**src/rtl/wfsb_pkg.sv**
```systemverilog
`default_nettype none
// ----------------------------------------------------------------------------
// wfsb_pkg: shared types and constants
// Widths, request and status codes, and cell command types for the balancer.
// ----------------------------------------------------------------------------
package wfsb_pkg;
   localparam int MaxEntries = 256;
   localparam int IdxW       = $clog2(MaxEntries);
   localparam int CntW       = $clog2(MaxEntries + 1);
   localparam int TotW       = 20;
   localparam logic [TotW-1:0] TotalMax = '1;

   typedef enum logic [1:0] {
      REQ_REPORT = 2'd0,
      REQ_PICK   = 2'd1,
      REQ_ADMIT  = 2'd2,
      REQ_NONE   = 2'd3
   } req_kind_type;

   typedef enum logic [2:0] {
      ST_TAKEN    = 3'd0,
      ST_REJECTED = 3'd1,
      ST_DROPPED  = 3'd2,
      ST_PICKED   = 3'd3,
      ST_NONE     = 3'd4,
      ST_ADMITTED = 3'd5,
      ST_FULL     = 3'd6
   } status_type;

   typedef enum logic [1:0] {
      CSR_CHECK_LIST = 2'd0,
      CSR_CODE_VER   = 2'd1,
      CSR_STALE      = 2'd2
   } csr_index_type;

   // one table entry as it moves between cells
   typedef struct packed {
      logic [31:0] addr;
      logic [11:0] free;
      logic [31:0] heard;
   } entry_type;

   // command broadcast from the controller to every cell
   typedef enum logic [2:0] {
      CMD_HOLD   = 3'd0,
      CMD_ROTATE = 3'd1, // every cell takes its right neighbor, last used cell takes head
      CMD_INSERT = 3'd2, // every cell takes its left neighbor, head takes the new entry
      CMD_WRITE  = 3'd3, // head cell takes the new entry only
      CMD_PATCH  = 3'd4  // rotate, last used cell takes the new entry instead of head
   } cmd_kind_type;

   typedef struct packed {
      cmd_kind_type kind;
      entry_type    data;
   } cell_cmd_type;

   typedef enum logic [3:0] {
      S_IDLE, S_SCAN, S_REPORT, S_ADMIT, S_MOD, S_WALK, S_PURGE, S_DONE,
      S_FIX
   } state_type;
endpackage
`default_nettype wire

```
**src/rtl/wfsb_divider.sv**
```systemverilog
`default_nettype none
// ----------------------------------------------------------------------------
// wfsb_divider: bit-serial remainder unit
// Computes dividend mod divisor, one quotient bit per cycle.
// ----------------------------------------------------------------------------
module wfsb_divider (
   input  wire                          clock,
   input  wire                          reset,
   input  wire                          start,
   input  wire [30:0]                   dividend,
   input  wire [wfsb_pkg::TotW-1:0]     divisor,
   output logic                         done,
   output logic [wfsb_pkg::TotW-1:0]    remainder
);
   import wfsb_pkg::*;

   logic [30:0]     quo_ff, quo_in;
   logic [TotW:0]   rem_ff, rem_in;
   logic [4:0]      cnt_ff, cnt_in;
   logic            busy_ff, busy_in;
   logic [TotW:0]   trial;

   always_comb begin
      quo_in  = quo_ff;
      rem_in  = rem_ff;
      cnt_in  = cnt_ff;
      busy_in = busy_ff;
      trial   = {rem_ff[TotW-1:0], quo_ff[30]};
      if (start) begin
         quo_in  = dividend;
         rem_in  = '0;
         cnt_in  = 5'd0;
         busy_in = 1'b1;
      end else if (busy_ff) begin
         quo_in = {quo_ff[29:0], 1'b0};
         rem_in = (trial >= {1'b0, divisor}) ? trial - {1'b0, divisor} : trial;
         cnt_in = cnt_ff + 5'd1;
         if (cnt_ff == 5'd30) busy_in = 1'b0;
      end
   end

   always_ff @(posedge clock) begin
      if (reset) begin
         busy_ff <= 1'b0;
         cnt_ff  <= '0;
      end else begin
         busy_ff <= busy_in;
         cnt_ff  <= cnt_in;
      end
      quo_ff <= quo_in;
      rem_ff <= rem_in;
   end

   assign done      = busy_ff && (cnt_ff == 5'd30);
   assign remainder = rem_in[TotW-1:0];
endmodule
`default_nettype wire

```
**config.mk**
```make
export PLATFORM = sky130hd
export DESIGN_NAME = wfsb_divider
export DESIGN_NICKNAME = d
export VERILOG_FILES = /design/src/rtl/wfsb_pkg.sv /design/src/rtl/wfsb_divider.sv
export SDC_FILE = /design/constraint.sdc
export NUM_CORES = 1
export LEC_CHECK = 0
export BUFFER_PORTS_ARGS = -buffer_cell sky130_fd_sc_hd__buf_2
export CORE_ASPECT_RATIO = 0.5
export CORE_MARGIN = 1.5
export CORE_UTILIZATION = 61
export CTS_BUF_LIST = sky130_fd_sc_hd__clkbuf_8
export DETAILED_ROUTE_END_ITERATION = 8
export PLACE_DENSITY = 0.89
export SLEW_MARGIN = 20
export SYNTH_ARGS = -nofsm -noshare
export SYNTH_HDL_FRONTEND = slang
export SYNTH_SLANG_ARGS = --single-unit
```
**constraint.sdc**
```tcl
create_clock -name clock -period 5.02 [get_ports clock]
set_input_delay 1.004 -clock clock [delete_from_list [all_inputs] [get_ports clock]]
set_output_delay 1.004 -clock clock [all_outputs]
set_load 0.02 [all_outputs]
```
==> results of run 1 <==
## sequential cells by signal, summed over array words and instances, names as in the netlist
| register | cells |
|---|---|
| busy_ff | 1 |
| quo_ff | 31 |
| cnt_ff | 5 |
| rem_ff | 20 |
## Yosys cell counts, types with 11 or more instances
master / count / area (um2)
sky130_fd_sc_hd__a211oi_1: 12 / 90.09
sky130_fd_sc_hd__xnor2_1: 11 / 96.34
sky130_fd_sc_hd__nand2_1: 15 / 56.30
sky130_fd_sc_hd__mux2_2: 31 / 349.1
sky130_fd_sc_hd__dfxtp_1: 26 / 520.5
sky130_fd_sc_hd__inv_1: 26 / 97.59
sky130_fd_sc_hd__edfxtp_1: 31 / 930.9
sky130_fd_sc_hd__ha_1: 22 / 275.3
sky130_fd_sc_hd__nor2_1: 27 / 101.4
sky130_fd_sc_hd__a21oi_1: 18 / 90.09
sky130_fd_sc_hd__o21ai_0: 13 / 65.06
## kinds of logic after synthesis
kind of cell               after synthesis  synth area share (%)
xor gates and xnor gates                18                 4.547
and+or+nand+nor                         79                 11.01
AOI/OAI and AO/OA                       77                 16.56
DFF                                     57                 41.86
adders and majority gates               23                 8.517
muxes                                   41                 12.96
buffers and inverters                   38                 4.547
## final cells by class
type                            count  area (um2)  share of cell area (%)
Sequential cell                    57        1451                   35.60
Clock inverter                      7       61.31                   1.504
Timing Repair Buffer               77       392.9                   9.638
Multi-Input combinational cell    238        1858                   45.58
Clock buffer                        9       123.9                   3.039
Tap cell                           73       91.34                   2.241
Inverter                           26       97.59                   2.394
## worst register-to-register path, stage by stage, from the launching register on
cell	delay, ns
sky130_fd_sc_hd__dfxtp_1	0.35
sky130_fd_sc_hd__ha_1	0.30
sky130_fd_sc_hd__nor2b_1	0.19
sky130_fd_sc_hd__o211ai_1	0.13
sky130_fd_sc_hd__nand3b_1	0.16
sky130_fd_sc_hd__a21bo_4	0.15
sky130_fd_sc_hd__nand2_4	0.07
sky130_fd_sc_hd__o31ai_4	0.77
sky130_fd_sc_hd__mux2_2	0.42
sky130_fd_sc_hd__a22o_1	0.19
## per-layer routing
layer	GRT usage [%]	vias up	part of all wire, %	wire, um
li1	-	1380	-	-
met4	10.76	0	1.7	128
met3	9.408	15	6.0	446
met5	0	-	0	0
met1	32.05	1316	46	3374
met2	41.44	100	47	3444
## power by group through the flow
stage                     sequential (mW)  clock, mW  combinational (mW)
after floorplan                     0.556          0               0.182
after global placement              0.560          0               0.235
after detailed placement            0.563          0               0.245
after CTS                           0.553      0.413               0.247
after global routing                0.557      0.432               0.274
final                               0.553      0.404               0.249
## per-stage QoR
| step | power [mW] | cell area, um2 | hold WS, ns |
|---|---|---|---|
| after CTS | 1.213 | 4076 | 0.5212 |
| after detailed placement | 0.8079 | 3891 | 0.5122 |
| final | 1.206 | 4076 | 0.5183 |
| after floorplan | 0.7382 | 3467 | 0.4876 |
| after global placement | 0.7956 | 3891 | 0.5031 |
| after global routing | 1.263 | 4076 | 0.5483 |
## worst max-delay path by stage
stage | start | to | slack, ns | cells after the start
finish | divisor[14] | remainder[12] | 0.32 | 12
global route | divisor[12] | remainder[0] | 0.11 | 12
CTS | divisor[1] | remainder[2] | 0.36 | 12
detailed placement | divisor[1] | remainder[2] | 0.37 | 12
global placement | divisor[14] | remainder[0] | 0.40 | 12
floorplan | divisor[0] | remainder[16] | 0.74 | 11
==> metrics.json, run 1 <==
{
  "status": "finished, final reports clean",
  "clk_root_buffer_cell": "sky130_fd_sc_hd__clkbuf_8",
  "dr.first_iter.drc_count": 152,
  "clk_latency_ns": 0.35,
  "antenna_cells": 0,
  "fp.dieH_um": 56.31,
  "place.detailed.hpwl_um": 5312,
  "hold_path_end": "rem_ff[7]$_DFF_P_",
  "report.final.setup_viol": 0,
  "clock.fmax_mhz": 212.7,
  "grt_first_pass_wirelength_um": 12080,
  "timing.setup.tns_ns": 0,
  "route.antenna.remaining_nets": 0,
  "layoutNonFillerInstCount": 487,
  "netSwitchingFraction_pct": 30.75,
  "power.share.sequential_pct": 45.8,
  "viasPerCell": 5.772,
  "synth.ff_latch_count": 57,
  "layout_commonest_cell": "sky130_fd_sc_hd__buf_2",
  "reg2reg_slack_ns": 2.20,
  "yosysWarningCount": 0,
  "die-width_um": 109.6,
  "final_util_pct": 74.23,
  "post-route-worst-setup-slack_ns": 0.3188,
  "critPathTopFamily": "compound AO/OA/AOI/OAI gates",
  "place_ws_ns": 0.3745,
  "hold_viol": 0,
  "worst-endpoint-arrival_ns": 3.70,
  "core-area_mm2": 0.005492,
  "clk_pin_slew_ns": 0.07,
  "finalWirelength_um": 7393,
  "seq_area_frac_synth_pct": 41.86,
  "hold-path-cell-count": 2,
  "areaGrowthSynthToFinish_pct": 17.57,
  "cts_tree": "done",
  "num_rows": 19,
  "internal-power_uw": 834.9,
  "regToRegEndpoint": "rem_ff[2]$_DFF_P_",
  "drt_drc_violations_left": 0,
  "grt.overflow.total": 0,
  "fraction_of_layout_instances_using_a_drive_strength_above_1_pct": 32.61,
  "grtUsageTotal_pct": 26.00,
  "io_buffer_count": 74,
  "cp_max_fo": 9,
  "fill_cells": 407,
  "holdBufCountCts": 0,
  "synthesis.area_per_instance_um2": 10.41,
  "period_share_pct": 93.65,
  "type_of_the_worst_min_delay_path": "flop to flop",
  "effective_utilization_at_floorplan_pct": 63.14,
  "post_synth_net_total": 410,
  "path_class": "primary input to output port",
  "regToRegStartpoint": "rem_ff[0]$_DFF_P_",
  "number_of_buffer_and_inverter_stages_on_the_critical_path": 3,
  "report.final.slew_viol_count": 0,
  "synth_enable_flop_cells": 31,
  "synth.cell_area_mm2": 0.003467,
  "vias": 2811,
  "design.final.nets": 486,
  "worstHoldStart": "rem_ff[7]$_DFF_P_",
  "timing.critical_path.slowest_stage_cell": "sky130_fd_sc_hd__o31a_1",
  "slew_headroom_pct": 37.63,
  "cts_made_buffers": 9,
  "startpoint_type": "primary input",
  "asyncSetResetFlopFracSynth_pct": 0,
  "cts.repair.resized": 0,
  "synth_flop_cell": "sky130_fd_sc_hd__edfxtp_1",
  "cts.sink_count": 57,
  "initial_antenna_violation_count": 0,
  "syn_inst": 333,
  "period_minus_slack_ns": 4.701,
  "rsz0062_at_grt": "no",
  "cts_max_level": 3,
  "grt_pass1_vias": 2726,
  "power.share.clock_pct": 33.5,
  "cts.path.max_buffers": 2,
  "timing.critical_path.cells": "buf_2 -> inv_1 -> ha_1 -> a21oi_1 -> o21ai_0 -> a221oi_2 -> o311ai_2 -> nand2b_2 -> o31a_1 -> a21oi_1 -> a211oi_1 -> buf_2",
  "cp_slowest_stage_delay_ns": 0.45,
  "layout_common_cells": "74 x sky130_fd_sc_hd__buf_2, 31 x sky130_fd_sc_hd__mux2_2, 31 x sky130_fd_sc_hd__edfxtp_1",
  "crit_path_end_kind": "output port",
  "synthDistinctLibCells": 53,
  "clock-skew-final_ns": 0.009790,
  "finalWeightedCongestion": 0.8839,
  "count_of_placed_standard_cells_including_taps": 471,
  "ir_drop_mv": 0.2350,
  "timing.critical_path.required_ns": 4.02,
  "net-switching-power_uw": 370.7,
  "cts_setup_buffers": 0,
  "floorplan.die_area_mm2": 0.006173,
  "detailedRoute.firstPassIterationCount": 4,
  "combinationalPowerShare_pct": 20.6,
  "max_cap_violations": 0,
  "cellPowerDensity_mw_per_mm2": 295.8,
  "route.detailed.wl_per_inst_um": 15.18,
  "pin_count_of_the_biggest_net_entering_global_routing": 53,
  "ios": 75,
  "least_margin_pin_slew_ns": 0.9355,
  "p_leak_nw": 1.765,
  "worst-r2r-cell-count": 9
}
No activity file was read; power rests on OpenSTA's default activity.
==> run 2: changes to the inputs <==
==> constraint.sdc (replaced) <==
create_clock -name clock -period 5.7 [get_ports clock]
set_input_delay 1.14 -clock clock [delete_from_list [all_inputs] [get_ports clock]]
set_output_delay 1.14 -clock clock [all_outputs]
set_load 0.02 [all_outputs]
==> metrics.json, run 2 (same netlist as run 1, synthesis figures left out) <==
{
  "clock.fmax_mhz": 201.9,
  "cts_made_buffers": {"value": 9, "change": "unchanged"},
  "slew_headroom": {"value": 49.38, "unit": "%", "change": "+12 points"},
  "timing.setup.tns": {"value": 0, "unit": "ns", "change": "unchanged"},
  "hold_path_end": "rem_ff[7]$_DFF_P_",
  "status": "finished, final reports clean",
  "ios": {"value": 75, "change": "unchanged"},
  "period_minus_slack_ns": 4.952,
  "rsz0062_at_grt": "no",
  "detailedRoute.firstPassIterationCount": {"value": 5, "change": "+1"},
  "grt_first_pass_wirelength": {"value": 12360, "unit": "um", "change": "+2.3%"},
  "clk_pin_slew": {"value": 0.06, "unit": "ns", "change": "about the same"},
  "initial_antenna_violation_count": {"value": 1, "change": "+1"},
  "clock-skew-final": {"value": 0.01016, "unit": "ns", "change": "+0.0003717 ns"},
  "timing.critical_path.required": {"value": 4.56, "unit": "ns", "change": "+0.54 ns"},
  "regToRegStartpoint": "quo_ff[30]$_DFFE_PP_",
  "clk_root_buffer_cell": "sky130_fd_sc_hd__clkbuf_8",
  "worstHoldStart": "rem_ff[7]$_DFF_P_",
  "route.antenna.remaining_nets": {"value": 0, "change": "unchanged"},
  "type_of_the_worst_min_delay_path": "flop to flop",
  "finalWirelength": {"value": 7335, "unit": "um", "change": "-0.78%"},
  "core-area": {"value": 0.005492, "unit": "mm2", "change": "unchanged"},
  "ir_drop": {"value": 0.2516, "unit": "mV", "change": "+7.0%"},
  "hold_viol": {"value": 0, "change": "unchanged"},
  "finalWeightedCongestion": {"value": 0.8971, "change": "+1.5%"},
  "layout_commonest_cell": "sky130_fd_sc_hd__buf_2",
  "grtUsageTotal": {"value": 26.13, "unit": "%", "change": "+0.13 points"},
  "fp.dieH": {"value": 56.31, "unit": "um", "change": "unchanged"},
  "cellPowerDensity": {"value": 261.8, "unit": "mW/mm2", "change": "-11%"},
  "report.final.setup_viol": {"value": 0, "change": "unchanged"},
  "cts.repair.resized": {"value": 0, "change": "unchanged"},
  "areaGrowthSynthToFinish": {"value": 17.65, "unit": "%", "change": "about the same"},
  "report.final.slew_viol_count": {"value": 0, "change": "unchanged"},
  "reg2reg_slack": {"value": 2.79, "unit": "ns", "change": "+0.59 ns"},
  "dr.first_iter.drc_count": {"value": 126, "change": "-17%"},
  "route.detailed.wl_per_inst": {"value": 15.06, "unit": "um", "change": "-0.78%"},
  "holdBufCountCts": {"value": 0, "change": "unchanged"},
  "count_of_placed_standard_cells_including_taps": {"value": 471, "change": "unchanged"},
  "worst-endpoint-arrival": {"value": 3.81, "unit": "ns", "change": "+0.11 ns"},
  "drt_drc_violations_left": {"value": 0, "change": "unchanged"},
  "max_cap_violations": {"value": 0, "change": "unchanged"},
  "layout_common_cells": "74 x sky130_fd_sc_hd__buf_2, 31 x sky130_fd_sc_hd__mux2_2, 31 x sky130_fd_sc_hd__edfxtp_1",
  "cts.path.max_buffers": {"value": 2, "change": "unchanged"},
  "cp_max_fo": {"value": 9, "change": "unchanged"},
  "cts_max_level": {"value": 3, "change": "unchanged"},
  "io_buffer_count": {"value": 74, "change": "unchanged"},
  "largest_register_ff_count": {"value": 31, "change": "unchanged"},
  "antenna_cells": {"value": 0, "change": "unchanged"},
  "viasPerCell": {"value": 5.805, "change": "+0.57%"},
  "regToRegEndpoint": "rem_ff[14]$_DFF_P_",
  "place.detailed.hpwl": {"value": 5278, "unit": "um", "change": "-0.65%"},
  "fill_cells": {"value": 397, "change": "-2.5%"},
  "least_margin_pin_slew": {"value": 0.7566, "unit": "ns", "change": "-0.1789 ns"},
  "vias": {"value": 2827, "change": "+0.57%"},
  "path_class": "primary input to output port",
  "grt.overflow.total": {"value": 0, "change": "unchanged"},
  "cts.sink_count": {"value": 57, "change": "unchanged"},
  "cts_tree": "done",
  "clk_latency": {"value": 0.34, "unit": "ns", "change": "about the same"},
  "worst-r2r-cell-count": {"value": 11, "change": "+2"},
  "effective_utilization_at_floorplan": {"value": 63.14, "unit": "%", "change": "unchanged"},
  "startpoint_type": "primary input",
  "die-width": {"value": 109.6, "unit": "um", "change": "unchanged"},
  "register_containing_the_most_flip_flops_in_the_final_layout": "quo_ff",
  "fraction_of_layout_instances_using_a_drive_strength_above_1": {"value": 32.13, "unit": "%", "change": "-0.48 points"},
  "hold-path-cell-count": {"value": 2, "change": "unchanged"},
  "num_rows": {"value": 19, "change": "unchanged"},
  "crit_path_end_kind": "output port",
  "cts_setup_buffers": {"value": 0, "change": "unchanged"},
  "grt_pass1_vias": {"value": 2819, "change": "+3.4%"},
  "period_share_pct": 86.88,
  "p_leak": {"value": 1.776, "unit": "nW", "change": "+0.60%"},
  "pin_count_of_the_biggest_net_entering_global_routing": {"value": 53, "change": "unchanged"},
  "design.final.nets": {"value": 486, "change": "unchanged"},
  "layoutNonFillerInstCount": {"value": 487, "change": "unchanged"},
  "floorplan.die_area": {"value": 0.006173, "unit": "mm2", "change": "unchanged"},
  "reg_top3": "quo_ff: 31 flops, rem_ff: 20 flops, cnt_ff: 5 flops"
}
==> run 2: cell type report <==
| class | instances | area, um2 | share of cell area, % |
|---|---|---|---|
| Timing Repair Buffer | 77 | 392.9 | 9.632 |
| Tap cell | 73 | 91.34 | 2.239 |
| Clock inverter | 7 | 63.81 | 1.564 |
| Multi-Input combinational cell | 238 | 1858 | 45.55 |
| Sequential cell | 57 | 1451 | 35.58 |
| Clock buffer | 9 | 123.9 | 3.037 |
| Inverter | 26 | 97.59 | 2.393 |
==> run 2: critical path, stage by stage <==
cell                       delay, ns
sky130_fd_sc_hd__buf_2          0.08
sky130_fd_sc_hd__inv_1          0.04
sky130_fd_sc_hd__ha_1           0.34
sky130_fd_sc_hd__a21oi_1        0.19
sky130_fd_sc_hd__o21ai_0        0.20
sky130_fd_sc_hd__a221oi_2       0.36
sky130_fd_sc_hd__o311ai_2       0.19
sky130_fd_sc_hd__nand2b_2       0.13
sky130_fd_sc_hd__o31a_1         0.46
sky130_fd_sc_hd__mux2i_1        0.17
sky130_fd_sc_hd__a211oi_1       0.29
sky130_fd_sc_hd__buf_2          0.21
==> run 2: how the worst max path moves through the flow <==
stage | from | to | slack, ns | depth (start not counted)
floorplan | divisor[0] | remainder[16] | 1.14 | 11
global placement | divisor[0] | remainder[16] | 0.95 | 13
detailed placement | divisor[14] | remainder[12] | 0.84 | 12
CTS | divisor[14] | remainder[0] | 0.84 | 12
global route | divisor[14] | remainder[0] | 0.56 | 12
finish | divisor[14] | remainder[1] | 0.75 | 12
==> run 2: per-stage QoR <==
step / util (%) / hold slack [ns] / total power [mW] / area (um2) / setup slack, ns
final: 74.28 / 0.5199 / 1.068 / 4079 / 0.7480
after global routing: 74.28 / 0.5470 / 1.119 / 4079 / 0.5570
after CTS: 74.28 / 0.5205 / 1.077 / 4079 / 0.8353
after detailed placement: 70.86 / 0.5106 / 0.7089 / 3891 / 0.8372
after global placement: 70.86 / 0.5025 / 0.6983 / 3891 / 0.9520
after floorplan: - / 0.4876 / 0.6501 / 3467 / 1.143
==> run 2: power breakdown <==
group          internal (mW)  leakage, nW  switching [mW]
Sequential             0.472        0.525          0.0142
Combinational         0.0983         1.15           0.119
Clock                  0.198       0.0978           0.167
==> run 2: routing by layer <==
metal / routed length [um] / up-vias / track usage (%)
met5: 13 / - / 0
met4: 150 / 2 / 10.76
met3: 465 / 23 / 8.362
met2: 3440 / 84 / 41.79
met1: 3264 / 1329 / 32.83
li1: - / 1389 / -
==> run 3: changes to the inputs <==
--- a/config.mk
+++ b/config.mk
@@ -8,10 +8,12 @@
 export BUFFER_PORTS_ARGS = -buffer_cell sky130_fd_sc_hd__buf_2
 export CORE_ASPECT_RATIO = 0.5
 export CORE_MARGIN = 1.5
-export CORE_UTILIZATION = 61
+export CORE_UTILIZATION = 57
 export CTS_BUF_LIST = sky130_fd_sc_hd__clkbuf_8
+export CTS_CLUSTER_SIZE = 28
 export DETAILED_ROUTE_END_ITERATION = 8
-export PLACE_DENSITY = 0.89
+export MAX_ROUTING_LAYER = met4
+export PLACE_DENSITY = 0.84
 export SLEW_MARGIN = 20
 export SYNTH_ARGS = -nofsm -noshare
 export SYNTH_HDL_FRONTEND = slang
==> constraint.sdc (replaced) <==
create_clock -name clock -period 4.9 [get_ports clock]
set_input_delay 0.98 -clock clock [delete_from_list [all_inputs] [get_ports clock]]
set_output_delay 0.98 -clock clock [all_outputs]
set_load 0.02 [all_outputs]
==> metrics.json, run 3 (same netlist as run 1, synthesis figures left out) <==
{
  "status": "finished, final reports clean",
  "slew_headroom": {"value": 46.03, "unit": "%", "change": "-3.3 points"},
  "route.antenna.remaining_nets": {"value": 0, "change": "unchanged"},
  "worst-r2r-cell-count": {"value": 12, "change": "+1"},
  "antenna_cells": {"value": 0, "change": "unchanged"},
  "crit_path_end_kind": "output port",
  "drt_drc_violations_left": {"value": 0, "change": "unchanged"},
  "clock.fmax_mhz": 214.9,
  "detailedRoute.firstPassIterationCount": {"value": 4, "change": "-1"},
  "rsz0062_at_grt": "no",
  "num_rows": {"value": 19, "change": "unchanged"},
  "grtUsageTotal": {"value": 25.52, "unit": "%", "change": "-0.61 points"},
  "final_util": {"value": 72.25, "unit": "%", "change": "-2.0 points"},
  "layoutNonFillerInstCount": {"value": 490, "change": "+0.62%"},
  "cts_made_buffers": {"value": 9, "change": "unchanged"},
  "startpoint_type": "primary input",
  "vias": {"value": 2818, "change": "-0.32%"},
  "largest_register_ff_count": {"value": 31, "change": "unchanged"},
  "report.final.setup_viol": {"value": 0, "change": "unchanged"},
  "ir_drop": {"value": 0.3073, "unit": "mV", "change": "+22%"},
  "dr.first_iter.drc_count": {"value": 157, "change": "+25%"},
  "pin_count_of_the_biggest_net_entering_global_routing": {"value": 53, "change": "unchanged"},
  "areaGrowthSynthToFinish_pct": 18.40,
  "register_containing_the_most_flip_flops_in_the_final_layout": "quo_ff",
  "least_margin_pin_slew": {"value": 0.8066, "unit": "ns", "change": "+0.05000 ns"},
  "p_leak": {"value": 1.782, "unit": "nW", "change": "+0.36%"},
  "cts.path.max_buffers": {"value": 2, "change": "unchanged"},
  "floorplan.die_area": {"value": 0.006588, "unit": "mm2", "change": "+6.7%"},
  "grt_pass1_vias": {"value": 2824, "change": "+0.18%"},
  "fp.dieH": {"value": 58.15, "unit": "um", "change": "+3.3%"},
  "path_class": "primary input to output port",
  "hold-path-cell-count": {"value": 2, "change": "unchanged"},
  "clk_pin_slew": {"value": 0.07, "unit": "ns", "change": "about the same"},
  "cts_tree": "done",
  "finalWirelength": {"value": 7569, "unit": "um", "change": "+3.2%"},
  "max_cap_violations": {"value": 0, "change": "unchanged"},
  "route.detailed.wl_per_inst": {"value": 15.45, "unit": "um", "change": "+2.6%"},
  "count_of_placed_standard_cells_including_taps": {"value": 471, "change": "unchanged"},
  "cellPowerDensity": {"value": 298.8, "unit": "mW/mm2", "change": "+14%"},
  "place_ws": {"value": 0.1242, "unit": "ns", "change": "-0.7130 ns"},
  "fraction_of_layout_instances_using_a_drive_strength_above_1": {"value": 33.09, "unit": "%", "change": "+0.97 points"},
  "core-area": {"value": 0.005682, "unit": "mm2", "change": "+3.5%"},
  "place.detailed.hpwl": {"value": 5466, "unit": "um", "change": "+3.6%"},
  "finalWeightedCongestion": {"value": 0.8342, "change": "-7.0%"},
  "reg_top3": "quo_ff: 31 flops, rem_ff: 20 flops, cnt_ff: 5 flops",
  "ios": {"value": 75, "change": "unchanged"},
  "layout_common_cells": "74 x sky130_fd_sc_hd__buf_2, 31 x sky130_fd_sc_hd__mux2_2, 31 x sky130_fd_sc_hd__edfxtp_1",
  "cp_max_fo": {"value": 9, "change": "unchanged"},
  "post-route-worst-setup-slack": {"value": 0.2473, "unit": "ns", "change": "-0.5007 ns"},
  "die-width": {"value": 113.3, "unit": "um", "change": "+3.4%"},
  "worst-endpoint-arrival": {"value": 3.67, "unit": "ns", "change": "-0.14 ns"},
  "type_of_the_worst_min_delay_path": "flop to flop",
  "hold_viol": {"value": 0, "change": "unchanged"},
  "cts.sink_count": {"value": 57, "change": "unchanged"},
  "grt_first_pass_wirelength": {"value": 12550, "unit": "um", "change": "+1.6%"},
  "grt.overflow.total": {"value": 0, "change": "unchanged"},
  "holdBufCountCts": {"value": 0, "change": "unchanged"},
  "cts_max_level": {"value": 3, "change": "unchanged"},
  "io_buffer_count": {"value": 74, "change": "unchanged"},
  "report.final.slew_viol_count": {"value": 0, "change": "unchanged"},
  "initial_antenna_violation_count": {"value": 0, "change": "-1"},
  "clk_latency": {"value": 0.34, "unit": "ns", "change": "about the same"},
  "period_minus_slack_ns": 4.653,
  "clock-skew-final": {"value": 0.005830, "unit": "ns", "change": "-0.004332 ns"},
  "viasPerCell": {"value": 5.751, "change": "-0.93%"},
  "layout_commonest_cell": "sky130_fd_sc_hd__buf_2",
  "effective_utilization_at_floorplan": {"value": 61.02, "unit": "%", "change": "-2.1 points"},
  "timing.setup.tns": {"value": 0, "unit": "ns", "change": "unchanged"},
  "fill_cells": {"value": 434, "change": "+9.3%"},
  "design.final.nets": {"value": 489, "change": "+0.62%"},
  "clk_root_buffer_cell": "sky130_fd_sc_hd__clkbuf_8",
  "period_share_pct": 94.95,
  "timing.critical_path.required": {"value": 3.92, "unit": "ns", "change": "-0.64 ns"}
}
[run 3: cell types whose count changed in the layout (fill, tap and decap cells not counted)]
cell | before | now
sky130_fd_sc_hd__buf_12 | 0 | 1
sky130_fd_sc_hd__buf_4 | 3 | 5
sky130_fd_sc_hd__bufinv_16 | 1 | 0
sky130_fd_sc_hd__clkinv_1 | 1 | 0
sky130_fd_sc_hd__clkinv_2 | 2 | 1
sky130_fd_sc_hd__clkinv_4 | 1 | 2
sky130_fd_sc_hd__clkinvlp_4 | 1 | 2
sky130_fd_sc_hd__inv_1 | 26 | 25
sky130_fd_sc_hd__inv_6 | 0 | 2
[run 3: path summary, 6_finish.rpt]
path	startpoint	to	slack, ns
worst max-delay path	divisor[14]	remainder[12]	0.25
worst min-delay path	rem_ff[4]$_DFF_P_	rem_ff[4]$_DFF_P_	0.52
worst max register to register	quo_ff[30]$_DFFE_PP_	rem_ff[16]$_DFF_P_	2.04
worst min register to register	rem_ff[4]$_DFF_P_	rem_ff[4]$_DFF_P_	0.52
[run 3: power breakdown]
group	switching [mW]	internal (mW)
sequential	0.0166	0.548
combinational	0.139	0.116
clock	0.219	0.187
[run 3: metal layers]
| layer | up-vias | part of all wire [%] | global-route usage (%) |
|---|---|---|---|
| met5 | - | 0 | - |
| met4 | 0 | 1.5 | 9.821 |
| met3 | 10 | 4.4 | 6.904 |
| met2 | 78 | 47 | 42.25 |
| met1 | 1338 | 47 | 30.37 |
| li1 | 1392 | - | - |
[run 3: what timing repair did]
action / 4_1_cts / 5_1_grt
hold endpoints to repair: 0 / 0
setup buffers: 0 / 3
endpoints found under the setup margin: 0 / 10
gates resized for setup: 0 / 0
[run 3: worst max-delay path, cell delays in order]
cell and delay (ns):
sky130_fd_sc_hd__buf_2 0.07, sky130_fd_sc_hd__inv_1 0.03, sky130_fd_sc_hd__ha_1 0.34, sky130_fd_sc_hd__a21oi_1 0.20
sky130_fd_sc_hd__o21ai_0 0.20, sky130_fd_sc_hd__a221oi_2 0.41, sky130_fd_sc_hd__o311ai_2 0.20, sky130_fd_sc_hd__nand2b_2 0.14
sky130_fd_sc_hd__o31a_1 0.44, sky130_fd_sc_hd__a21oi_1 0.13, sky130_fd_sc_hd__a211oi_1 0.31, sky130_fd_sc_hd__buf_2 0.22
[run 3: layout make-up]
type	instances	area, um2	area share (%)
Clock buffer	9	123.9	3.017
Clock inverter	7	55.05	1.341
Inverter	26	97.59	2.377
Multi-Input combinational cell	238	1858	45.26
Sequential cell	57	1451	35.36
Tap cell	73	91.34	2.225
Timing Repair Buffer	80	427.9	10.42
[run 3: metrics by stage]
step / hold WS, ns / power, mW / instance area, um2
2_1_floorplan: 0.4876 / 0.7563 / 3467
3_3_place_gp: 0.5024 / 0.8179 / 3891
3_5_place_dp: 0.5080 / 0.8283 / 3891
4_1_cts: 0.5228 / 1.233 / 4070
5_1_grt: 0.5461 / 1.283 / 4105
6_report: 0.5216 / 1.227 / 4105
